<file path="src/hw/rtl/dido_pkg.sv">
// ----------------------------------------------------------------------------
// dido_pkg
// Shared types and constants of the digraph in/out-degree filter.
// ----------------------------------------------------------------------------
package dido_pkg;

	localparam int IDX_OUT_W = 5;   // vertex_index port width
	localparam int MEAN_W    = 14;  // mean_degree port width
	localparam int CNT_OUT_W = 6;   // match_count port width
	localparam int WEIGHT_W  = 8;   // edge_weight port width
	localparam int VC_W      = 6;   // vertex_count register width
	localparam int APB_DW    = 32;
	localparam int APB_AW    = 3;

	// vertex capacity; the result port widths are sized for it
	localparam int MAX_VERTEX_COUNT = 32;
	localparam int IDX_W            = $clog2(MAX_VERTEX_COUNT);
	localparam int SUM_W            = $clog2(MAX_VERTEX_COUNT * 255 + 1);
	localparam int CNT_W            = $clog2(MAX_VERTEX_COUNT + 1);

	localparam logic            REG_VERTEX_COUNT = 1'b0;
	localparam logic [VC_W-1:0] VC_RESET         = 6'd32;

	typedef enum logic [4:0] {
		S_ACCUM = 5'b00001,
		S_FLUSH = 5'b00010,
		S_READ  = 5'b00100,
		S_EVAL  = 5'b01000,
		S_FIN   = 5'b10000
	} dido_state_t;

	typedef struct packed {
		logic accept;       // take one matrix entry
		logic walk_start;   // rewind walk index, clear found count
		logic walk_rd;      // read both sums at walk index
		logic advance;      // step walk index
		logic emit_vertex;  // load a vertex result
		logic emit_end;     // load the end result
	} dido_cmd_t;

	typedef struct packed {
		logic last_item;    // next entry completes the matrix
		logic qual;         // out-degree below in-degree at walk index
		logic walk_last;    // walk index is the last vertex
		logic out_free;     // result register can take a new item
	} dido_sts_t;

endpackage

</file>
<file path="src/hw/rtl/dido_ctrl.sv">
// ----------------------------------------------------------------------------
// dido_ctrl
// Sequencer: accumulates entries, then walks the vertices and emits results.
// ----------------------------------------------------------------------------
module dido_ctrl
	import dido_pkg::*;
(
	input  logic      clk,
	input  logic      arst_n,
	input  logic      cfg_wr,
	input  logic      edge_valid,
	output logic      edge_stall,
	input  dido_sts_t sts,
	output dido_cmd_t cmd
);

	dido_state_t state_q, state_d;

	always_ff @(posedge clk or negedge arst_n) begin
		if (!arst_n) begin
			state_q <= S_ACCUM;
		end else begin
			state_q <= state_d;
		end
	end

	always_comb begin
		state_d    = state_q;
		cmd        = '0;
		edge_stall = 1'b1;
		case (state_q)
			S_ACCUM: begin
				edge_stall = 1'b0;
				cmd.accept = edge_valid;
				if (edge_valid && sts.last_item) begin
					state_d = S_FLUSH;
				end
			end
			S_FLUSH: begin
				// last entry's sums land in memory this cycle
				cmd.walk_start = 1'b1;
				state_d        = S_READ;
			end
			S_READ: begin
				cmd.walk_rd = 1'b1;
				state_d     = S_EVAL;
			end
			S_EVAL: begin
				if (!sts.qual || sts.out_free) begin
					cmd.emit_vertex = sts.qual;
					if (sts.walk_last) begin
						state_d = S_FIN;
					end else begin
						cmd.advance = 1'b1;
						state_d     = S_READ;
					end
				end
			end
			S_FIN: begin
				if (sts.out_free) begin
					cmd.emit_end = 1'b1;
					state_d      = S_ACCUM;
				end
			end
			default: begin
				state_d = S_ACCUM;
			end
		endcase
		if (cfg_wr) begin
			state_d = S_ACCUM;
		end
	end

endmodule

</file>
<file path="src/hw/rtl/dido_dpath.sv">
// ----------------------------------------------------------------------------
// dido_dpath
// Degree sums in two memories, entry counters, walk index and result register.
// ----------------------------------------------------------------------------
module dido_dpath
	import dido_pkg::*;
(
	input  logic                     clk,
	input  logic                     arst_n,
	input  logic                     cfg_wr,
	input  logic [IDX_W-1:0]         n_m1,
	input  logic [WEIGHT_W-1:0]      edge_weight,
	input  dido_cmd_t                cmd,
	output dido_sts_t                sts,
	input  logic                     result_stall,
	output logic                     result_valid,
	output logic [IDX_OUT_W-1:0]     vertex_index,
	output logic [MEAN_W-1:0]        mean_degree,
	output logic                     end_of_list,
	output logic [CNT_OUT_W-1:0]     match_count
);

	logic [SUM_W-1:0]    out_mem [MAX_VERTEX_COUNT];
	logic [SUM_W-1:0]    in_mem  [MAX_VERTEX_COUNT];

	logic [IDX_W-1:0]    row_q, col_q, walk_idx_q;
	logic [CNT_W-1:0]    found_q;
	logic                valid_s1;
	logic [WEIGHT_W-1:0] w_s1;
	logic [IDX_W-1:0]    row_s1, col_s1;
	logic [SUM_W-1:0]    row_acc_q;
	logic [SUM_W-1:0]    in_rd_q, out_rd_q;
	logic [IDX_W-1:0]    in_raddr;
	logic [SUM_W-1:0]    in_new, row_new;
	logic                row_end_s1;
	logic [SUM_W:0]      both_sum;

	assign in_raddr   = cmd.walk_rd ? walk_idx_q : col_q;
	assign row_end_s1 = (col_s1 == n_m1);

	// row 0 starts every column sum afresh, so no clearing pass is needed
	assign in_new  = (row_s1 == '0) ? SUM_W'(w_s1) : in_rd_q + SUM_W'(w_s1);
	assign row_new = (col_s1 == '0) ? SUM_W'(w_s1) : row_acc_q + SUM_W'(w_s1);

	assign both_sum = {1'b0, out_rd_q} + {1'b0, in_rd_q};

	assign sts.last_item = (row_q == n_m1) && (col_q == n_m1);
	assign sts.qual      = (out_rd_q < in_rd_q);
	assign sts.walk_last = (walk_idx_q == n_m1);
	assign sts.out_free  = !result_valid || !result_stall;

	always_ff @(posedge clk) begin
		if (valid_s1) begin
			in_mem[col_s1] <= in_new;
			if (row_end_s1) begin
				out_mem[row_s1] <= row_new;
			end
		end
		if (cmd.accept || cmd.walk_rd) begin
			in_rd_q <= in_mem[in_raddr];
		end
		if (cmd.walk_rd) begin
			out_rd_q <= out_mem[walk_idx_q];
		end
	end

	always_ff @(posedge clk) begin
		if (cmd.accept) begin
			w_s1   <= edge_weight;
			row_s1 <= row_q;
			col_s1 <= col_q;
		end
		if (valid_s1) begin
			row_acc_q <= row_new;
		end
		if (cmd.emit_vertex) begin
			vertex_index <= IDX_OUT_W'(walk_idx_q);
			mean_degree  <= MEAN_W'(both_sum);
			end_of_list  <= 1'b0;
			match_count  <= '0;
		end else if (cmd.emit_end) begin
			vertex_index <= '0;
			mean_degree  <= '0;
			end_of_list  <= 1'b1;
			match_count  <= CNT_OUT_W'(found_q);
		end
	end

	always_ff @(posedge clk or negedge arst_n) begin
		if (!arst_n) begin
			row_q        <= '0;
			col_q        <= '0;
			walk_idx_q   <= '0;
			found_q      <= '0;
			valid_s1     <= 1'b0;
			result_valid <= 1'b0;
		end else begin
			valid_s1 <= cmd.accept;
			if (cfg_wr) begin
				row_q    <= '0;
				col_q    <= '0;
				found_q  <= '0;
				valid_s1 <= 1'b0;
			end else if (cmd.accept) begin
				if (col_q == n_m1) begin
					col_q <= '0;
					row_q <= (row_q == n_m1) ? '0 : row_q + 1'b1;
				end else begin
					col_q <= col_q + 1'b1;
				end
			end
			if (cmd.walk_start) begin
				walk_idx_q <= '0;
				found_q    <= '0;
			end else begin
				if (cmd.advance) begin
					walk_idx_q <= walk_idx_q + 1'b1;
				end
				if (cmd.emit_vertex) begin
					found_q <= found_q + 1'b1;
				end
			end
			if (cmd.emit_vertex || cmd.emit_end) begin
				result_valid <= 1'b1;
			end else if (!result_stall) begin
				result_valid <= 1'b0;
			end
		end
	end

`ifndef SYNTHESIS
	a_emit_needs_room: assert property (@(posedge clk) disable iff (!arst_n)
		(cmd.emit_vertex || cmd.emit_end) |-> sts.out_free)
		else $error("result loaded while previous result still stalled");

	a_emit_exclusive: assert property (@(posedge clk) disable iff (!arst_n)
		!(cmd.emit_vertex && cmd.emit_end))
		else $error("vertex and end result loaded together");

	a_end_shows: assert property (@(posedge clk) disable iff (!arst_n)
		cmd.emit_end |=> (result_valid && end_of_list))
		else $error("end result not presented");

	a_walk_in_range: assert property (@(posedge clk) disable iff (!arst_n)
		cmd.walk_rd |-> (walk_idx_q <= n_m1))
		else $error("walk index beyond vertex count");
`endif

endmodule

</file>
<file path="src/hw/rtl/digraph_in_out_degree_filter.sv">
// Matrix entries transfer at one per cycle, entry after entry, while the block accumulates.
// After the last entry: a flush state, then per vertex a sum memory read and a compare
// (the compare waits while a qualifying result meets a stalled output), then the end result.
// No entry is taken during that vertex walk; the first entry of the next matrix may
// transfer while the end result still waits. Reset: vertex_count = 32, counters cleared;
// the sum memories are not cleared, since the first row of each matrix overwrites them.
// ----------------------------------------------------------------------------
// digraph_in_out_degree_filter
// Top level: register port, effective vertex count, controller and datapath.
// ----------------------------------------------------------------------------
module digraph_in_out_degree_filter
	import dido_pkg::*;
(
	input  logic                  clk,
	input  logic                  arst_n,
	input  logic                  psel,
	input  logic                  penable,
	input  logic                  pwrite,
	input  logic [APB_AW-1:0]     paddr,
	input  logic [APB_DW-1:0]     pwdata,
	output logic [APB_DW-1:0]     prdata,
	output logic                  pready,
	input  logic                  edge_valid,
	output logic                  edge_stall,
	input  logic [WEIGHT_W-1:0]   edge_weight,
	output logic                  result_valid,
	input  logic                  result_stall,
	output logic [IDX_OUT_W-1:0]  vertex_index,
	output logic [MEAN_W-1:0]     mean_degree,
	output logic                  end_of_list,
	output logic [CNT_OUT_W-1:0]  match_count
);

	logic [VC_W-1:0]  vc_q;
	logic [VC_W-1:0]  n_eff;
	logic [IDX_W-1:0] n_m1;
	logic             cfg_wr;
	logic             reg_sel;
	dido_cmd_t        cmd;
	dido_sts_t        sts;

	assign pready  = 1'b1;
	assign reg_sel = paddr[2];
	assign cfg_wr  = psel && penable && pwrite && pready && (reg_sel == REG_VERTEX_COUNT);

	always_ff @(posedge clk or negedge arst_n) begin
		if (!arst_n) begin
			vc_q <= VC_RESET;
		end else if (cfg_wr) begin
			vc_q <= pwdata[VC_W-1:0];
		end
	end

	always_comb begin
		case (reg_sel)
			REG_VERTEX_COUNT: prdata = {{(APB_DW-VC_W){1'b0}}, vc_q};
			default:          prdata = '0;
		endcase
	end

	// zero acts as one; anything above the capacity is clamped
	always_comb begin
		if (vc_q == '0) begin
			n_eff = VC_W'(1);
		end else if (vc_q > VC_W'(MAX_VERTEX_COUNT)) begin
			n_eff = VC_W'(MAX_VERTEX_COUNT);
		end else begin
			n_eff = vc_q;
		end
	end
	assign n_m1 = IDX_W'(n_eff - 1'b1);

	dido_ctrl u_ctrl (
		.clk        (clk),
		.arst_n     (arst_n),
		.cfg_wr     (cfg_wr),
		.edge_valid (edge_valid),
		.edge_stall (edge_stall),
		.sts        (sts),
		.cmd        (cmd)
	);

	dido_dpath u_dpath (
		.clk          (clk),
		.arst_n       (arst_n),
		.cfg_wr       (cfg_wr),
		.n_m1         (n_m1),
		.edge_weight  (edge_weight),
		.cmd          (cmd),
		.sts          (sts),
		.result_stall (result_stall),
		.result_valid (result_valid),
		.vertex_index (vertex_index),
		.mean_degree  (mean_degree),
		.end_of_list  (end_of_list),
		.match_count  (match_count)
	);

endmodule
</file>
<file path="config.mk">
export PLATFORM = sky130hd
export DESIGN_NAME = digraph_in_out_degree_filter
export DESIGN_NICKNAME = d
export VERILOG_FILES = /design/src/hw/rtl/dido_pkg.sv /design/src/hw/rtl/dido_ctrl.sv /design/src/hw/rtl/dido_dpath.sv /design/src/hw/rtl/digraph_in_out_degree_filter.sv
export SDC_FILE = /design/constraint.sdc
export NUM_CORES = 1
export LEC_CHECK = 0
export BUFFER_PORTS_ARGS = -buffer_cell sky130_fd_sc_hd__buf_4
export CORE_MARGIN = 2
export CORE_UTILIZATION = 40
export CTS_BUF_LIST = sky130_fd_sc_hd__clkbuf_2 sky130_fd_sc_hd__clkbuf_4 sky130_fd_sc_hd__clkbuf_8
export DETAILED_ROUTE_END_ITERATION = 12
export PLACE_DENSITY = 0.55
export SLEW_MARGIN = 25
export SYNTH_ARGS = -nofsm -noshare
export SYNTH_HDL_FRONTEND = slang
export SYNTH_SLANG_ARGS = --single-unit
</file>
<file path="constraint.sdc">
create_clock -name clk -period 4.2 [get_ports clk]
set_clock_uncertainty 0.15 [all_clocks]
set_input_delay 0.84 -clock clk [delete_from_list [all_inputs] [get_ports clk]]
set_output_delay 0.84 -clock clk [all_outputs]
set_load 0.01 [all_outputs]
</file>
==> flow_summary.ini, run 1 <==
[place]
port_buffers = 55
place_congestion = 0.8275
hpwl_um = 61470
place_area_mm2 = 0.04192

[sta]
fin_crit_ns = 3.795
maxSlewHeadroom = 0.3031
finalSetupTns_ns = 0
setup_viol = 0
tightest_slew_ns = 1.041
grt_setup_unrepaired = false
max_freq_mhz = 263.5
maxSlewViolCount = 0
timing_hold_violations_final = 0
period_share = 0.9035

[drt]
vias = 22110
drc = 0
ant_nets = 0
vias_per_cell = 5.390
routedWlPerCell_um = 23.66
dr.first_iter.drc_count = 2409
wl_um = 97070
dr.pass1.iters = 5

[setup_path]
endpoint_kind = flip-flop
max_stage_delay_ns = 0.45
path_class = flip-flop to flip-flop
start_kind = flip-flop
cp_cell_sequence = nor4_1 > o21bai_2 > ha_1 > buf_4 > nor4b_1 > a221o_2 > xnor2_1 > nand4_1 > nor3_4 > nand3b_2 > nor2_1 > buf_4
cp_common_cell = buf_4
crit_path_max_fanout = 11
cp.required_ns = 4.54
crit_slowest_cell = dfrtp_1
cp_top_family = simple AND/OR/NAND/NOR gates
crit_buf_inv = 2
critical_path_arrival_ns = 4.14

[synthesis]
yosysSeqAreaShare = 0.7239
synthesis.area_mm2 = 0.03904
synth_cell_types = 77
yosys_warnings = 0
async_flop_share = 0.03583
synthFlopType = edfxtp_1
avgSynthCellArea_um2 = 16.00
netlist_instances = 2440
synth_seq_cells = 949
synth_enable_flop_cells = 908

[die]
dieArea_mm2 = 0.1001
placementRows = 114
fp.dieW_um = 316.4
fp.dieH_um = 316.4
start_util = 0.4037
io_pins = 111
coreArea_mm2 = 0.09671

[power_and_ir_drop]
irDropWorstVdd_mv = 0.7314
powerDensity_mw_per_mm2 = 703.0
leakagePower_nw = 15.22

[final_layout]
num-nets-final = 2810
layout_common_cells = edfxtp_1, nand2_1, buf_4, clkbuf_8, mux4_2
final_common_cell = edfxtp_1
stdcell_area_mm2 = 0.04514
drive_gt1_frac = 0.2304
syn_to_final_growth_pct = 15.63

[clocking]
ctsHoldBuffers = 12
h-tree-depth = 4
clockBufferDepth = 3
postCtsSetupBuffers = 0
cts-resized-gates = 0
cts_buffers = 157
path_clk_slew_ns = 0.06
cts_root_buf = clkbuf_8
clock-sinks = 949
clock_latency_ns = 0.82
cts_tree = yes

[global_route]
gr-total-overflow = 0
antenna_found_initial = 5
grt_pass1_vias = 21950
grt_max_degree = 80
grt_pass1_wl_um = 142700
grt_usage = 0.1952

[run]
maxCapViolations = 0

[outcome]
status = finished clean

[min_path]
worstHoldPathType = primary input to flip-flop
tightest hold or removal path, cell delays in order:
cell and delay (ns):
buf_4 0.08, nand2_1 0.04, nand2_1 0.05
worst paths after layout:
kind / slack [ns] / endpoint / from / depth (start not counted)
max in group asynchronous: 3.16 / u_dpath.walk_idx_q[0] / arst_n / 2
setup / recovery: 0.41 / u_dpath.out_mem[29][10] / vc_q[2] / 12
hold reg to reg: 0.31 / u_dpath.end_of_list / u_dpath.end_of_list / 2
min in group asynchronous: 0.37 / u_dpath.row_q[2] / arst_n / 2
hold / removal: 0.09 / vc_q[2] / pwdata[2] / 3
setup reg to reg: 0.41 / u_dpath.out_mem[29][10] / vc_q[2] / 12
cell usage after synthesis (44+ instances only):
library cell | number | area share
a21oi_1 | 57 | 0.0073
a31oi_1 | 52 | 0.0083
a32oi_1 | 44 | 0.0099
clkbuf_1 | 52 | 0.0050
edfxtp_1 | 908 | 0.70
ha_1 | 47 | 0.015
inv_1 | 50 | 0.0048
mux2i_1 | 67 | 0.017
mux4_2 | 130 | 0.075
nand2_1 | 372 | 0.036
nand3_1 | 108 | 0.014
nor2_1 | 125 | 0.012
flip-flops by register name, summed over array words and instances, names as in the netlist:
register / cells
u_ctrl.state_q: 5
u_dpath.col_q: 5
u_dpath.col_s1: 5
u_dpath.end_of_list: 1
u_dpath.found_q: 6
u_dpath.in_mem: 416
u_dpath.in_rd_q: 13
u_dpath.match_count: 6
u_dpath.mean_degree: 14
u_dpath.out_mem: 416
u_dpath.out_rd_q: 13
u_dpath.result_valid: 1
u_dpath.row_acc_q: 13
u_dpath.row_q: 5
u_dpath.row_s1: 5
u_dpath.valid_s1: 1
u_dpath.vertex_index: 5
u_dpath.w_s1: 8
u_dpath.walk_idx_q: 5
vc_q: 6
stage by stage:
stage / setup slack, ns / power [mW] / hold slack (ns) / std cells / utilization
3_3_place_gp: 0.4790 / 23.58 / 0.2874 / 3813 / 0.4335
4_1_cts: 0.3803 / 31.87 / 0.009318 / 4100 / 0.4662
6_report: 0.4051 / 31.73 / 0.08756 / 4103 / 0.4668
2_1_floorplan: 0.4851 / 19.45 / 0.2731 / 2465 / -
3_5_place_dp: 0.4331 / 23.94 / 0.2986 / 3813 / 0.4335
5_1_grt: 0.2040 / 33.22 / 0.04630 / 4103 / 0.4668
final cells by class:
cell class	instances	area [um2]
fill	8357	51570
sequential	949	28270
multi-input combinational	1332	10190
clock buffer	203	2531
timing repair buffer	220	1859
tap	1276	1597
clock inverter	72	506.7
inverter	50	187.7
antenna	1	2.502
logic make-up after synthesis:
| logic type | Yosys count | share of synthesized area |
|---|---|---|
| buffers and inverters | 184 | 0.02186 |
| and+or+nand+nor | 750 | 0.08673 |
| muxes | 215 | 0.09772 |
| AOI/OAI and AO/OA | 241 | 0.04112 |
| DFF | 949 | 0.7239 |
| xor gates and xnor gates | 49 | 0.01189 |
| other | 2 | 0.0001924 |
| adders and majority gates | 50 | 0.01660 |
report_power, final:
part / switching (mW) / internal, mW
Clock: 3.69 / 4.16
Sequential: 0.472 / 13.7
Combinational: 6.87 / 2.81
layer usage:
layer | vias up | global-route usage | part of all wire
met4 | 0 | 0.06207 | 0.024
li1 | 9920 | - | -
met2 | 751 | 0.3025 | 0.46
met5 | - | 0 | 0
met3 | 144 | 0.03538 | 0.063
met1 | 11300 | 0.2812 | 0.45
No activity file was read; power rests on OpenSTA's default activity.
==> run 2, diff against run 1 <==
--- a/config.mk
+++ b/config.mk
@@ -5,12 +5,12 @@
 export SDC_FILE = /design/constraint.sdc
 export NUM_CORES = 1
 export LEC_CHECK = 0
+export ABC_AREA = 1
 export BUFFER_PORTS_ARGS = -buffer_cell sky130_fd_sc_hd__buf_4
-export CORE_MARGIN = 2
 export CORE_UTILIZATION = 40
 export CTS_BUF_LIST = sky130_fd_sc_hd__clkbuf_2 sky130_fd_sc_hd__clkbuf_4 sky130_fd_sc_hd__clkbuf_8
 export DETAILED_ROUTE_END_ITERATION = 12
-export PLACE_DENSITY = 0.55
+export PLACE_DENSITY = 0.64
 export SLEW_MARGIN = 25
 export SYNTH_ARGS = -nofsm -noshare
 export SYNTH_HDL_FRONTEND = slang
==> flow_summary.ini, run 2 <==
[setup_path]
cp.required_ns = 4.56
crit_path_max_fanout = 9
critical_path_arrival_ns = 3.91
endpoint_kind = flip-flop
crit_start = vc_q[2]
reg2reg_from = vc_q[2]
r2r_slack_ns = 0.65
path_class = flip-flop to flip-flop
start_kind = flip-flop

[clocking]
cts_buffers = 146
clockBufferDepth = 3
postCtsSetupBuffers = 0
cts_tree = yes
h-tree-depth = 4
cts_root_buf = clkbuf_8
path_clk_slew_ns = 0.07
clock_latency_ns = 0.81
clock-sinks = 949

[min_path]
min-delay-start = pwdata[3]
worstHoldPathType = primary input to flip-flop

[synthesis]
yosysTopAreaCellShare = 0.6771
synth_area_leaders = edfxtp_1, nand2_1, o21ai_0
synth_cell_types = 54
netlist_instances = 3290
async_flop_share = 0.03583
synth_top_area_cell = edfxtp_1
synthesis.area_mm2 = 0.04027
yosysMostFrequentCell = edfxtp_1
yosysSeqAreaShare = 0.7018
avgSynthCellArea_um2 = 12.24
synthFlopType = edfxtp_1
yosys-top-cells-count = edfxtp_1, nand2_1, nor2_1, o21ai_0, nand3_1
yosys_warnings = 0
synth_enable_flop_cells = 908
synth_seq_cells = 949

[power_and_ir_drop]
irDropWorstVdd_mv = 0.8476
leakagePower_nw = 15.78
powerDensity_mw_per_mm2 = 717.5

[die]
io_pins = 111
fp.dieW_um = 319.3
placementRows = 116
fp.dieH_um = 319.3
start_util = 0.4032
dieArea_mm2 = 0.1019
coreArea_mm2 = 0.09986

[drt]
dr_wl_met2_um = 48180
wl_um = 102900
ant_nets = 0
drc = 0
vias_per_cell = 5.446
wl_met1_um = 43460
dr.pass1.iters = 6
dr.first_iter.drc_count = 2684
vias = 26440
top_layer = met4
routedWlPerCell_um = 21.19
wl_met3_um = 8037

[final_layout]
stdcell_area_mm2 = 0.04546
final_common_cell = edfxtp_1
syn_to_final_growth_pct = 12.90
layout_common_cells = edfxtp_1, nand2_1, nor2_1, o21ai_0, nand3_1
drive_gt1_frac = 0.1504
utilization = 0.4553
num-nets-final = 3547
top_regs = u_dpath.in_mem x416, u_dpath.out_mem x416, u_dpath.mean_degree x14
instances_no_fill = 4855

[global_route]
grt_max_degree = 182
grt_usage = 0.1996
grt_pass1_wl_um = 153300
gr-total-overflow = 0
antenna_found_initial = 2
grt_pass1_vias = 25250

[sta]
fin_crit_ns = 3.551
maxSlewViolCount = 0
finalSetupTns_ns = 0
grt_setup_unrepaired = false
timing_hold_violations_final = 0
hold_ws_ns = 0.08693
tightest_slew_ns = 0.9801
maxSlewHeadroom = 0.3466
max_freq_mhz = 281.6
period_share = 0.8455
setup_viol = 0

[outcome]
status = finished clean

[place]
place_area_mm2 = 0.04263
place_inst = 4596
place_congestion = 0.8423
hpwl_um = 59710
port_buffers = 55

[run]
maxCapViolations = 0
run 2: cell count changes in the layout (fill, tap and decap cells not counted), moves of 67 or more:
cell      previous run  this run
mux4_2             130         0
nand3_1            108       200
o211ai_1             3       148
inv_1               50       139
nand2_1            372       465
o21ai_0             33       281
or2_1                0        71
mux2i_1             67         0
nor2_1             114       351
run 2: kinds of logic after synthesis:
logic type               count (synthesis)  synth area share
other                                    2         0.0001865
XOR/XNOR                                31          0.007396
AO/OA/AOI/OAI                          700            0.1041
adder cells (fa/ha/maj)                 50           0.01610
AND/OR/NAND/NOR                       1200            0.1311
flip-flops                             949            0.7018
buffers and inverters                  358           0.03937
run 2: power by group:
group	internal [mW]	leakage [nW]	switching, mW	total (mW)
logic	2.78	5.62	8.38	11.2
registers	13.6	8.68	0.378	13.9
clock network	3.96	1.49	3.56	7.52
run 2: worst max-delay path, cell delays in order, from the launching register on:
cell	delay, ns
dfrtp_1	0.44
nor2_1	0.20
nand3_2	0.12
nand2_2	0.16
inv_1	0.10
ha_1	0.42
xor2_1	0.17
and3_1	0.17
nand3_1	0.10
nor2_4	0.24
nand4_4	0.25
nor2_1	0.43
buf_4	0.28
run 2: through the flow:
step | power (mW) | setup WS [ns]
detailed placement | 25.25 | 0.6821
floorplan | 20.73 | 0.4614
global placement | 25.04 | 0.6911
global route | 34.26 | 0.3518
CTS | 32.76 | 0.6520
finish | 32.62 | 0.6490
run 2: layout make-up:
type	count	area, um2
Fill cell	8930	54390
Sequential cell	949	28270
Multi-Input combinational cell	2008	10640
Clock buffer	199	2445
Tap cell	1298	1624
Timing Repair Buffer	190	1529
Inverter	152	583.1
Clock inverter	58	367.9
Antenna cell	1	2.502
run 2: metal layers:
layer	up-vias	GRT usage
met3	181	0.04090
li1	12200	-
met4	0	0.08216
met1	13090	0.2708
met2	966	0.3124
met5	-	0
run 2: worst paths after layout:
path / end / depth (start not counted)
min in group asynchronous: u_dpath.walk_idx_q[4] / 2
min: vc_q[3] / 3
max reg2reg: u_dpath.out_mem[5][12] / 12
min reg2reg: u_dpath.end_of_list / 2
max: u_dpath.out_mem[5][12] / 12
max in group asynchronous: u_dpath.walk_idx_q[0] / 2
run 2: timing repair:
| action | 4_1_cts | 5_1_grt |
|---|---|---|
| resized for setup | 0 | 0 |
| endpoints found under the hold margin | 32 | 0 |
| hold buffers | 1 | 0 |
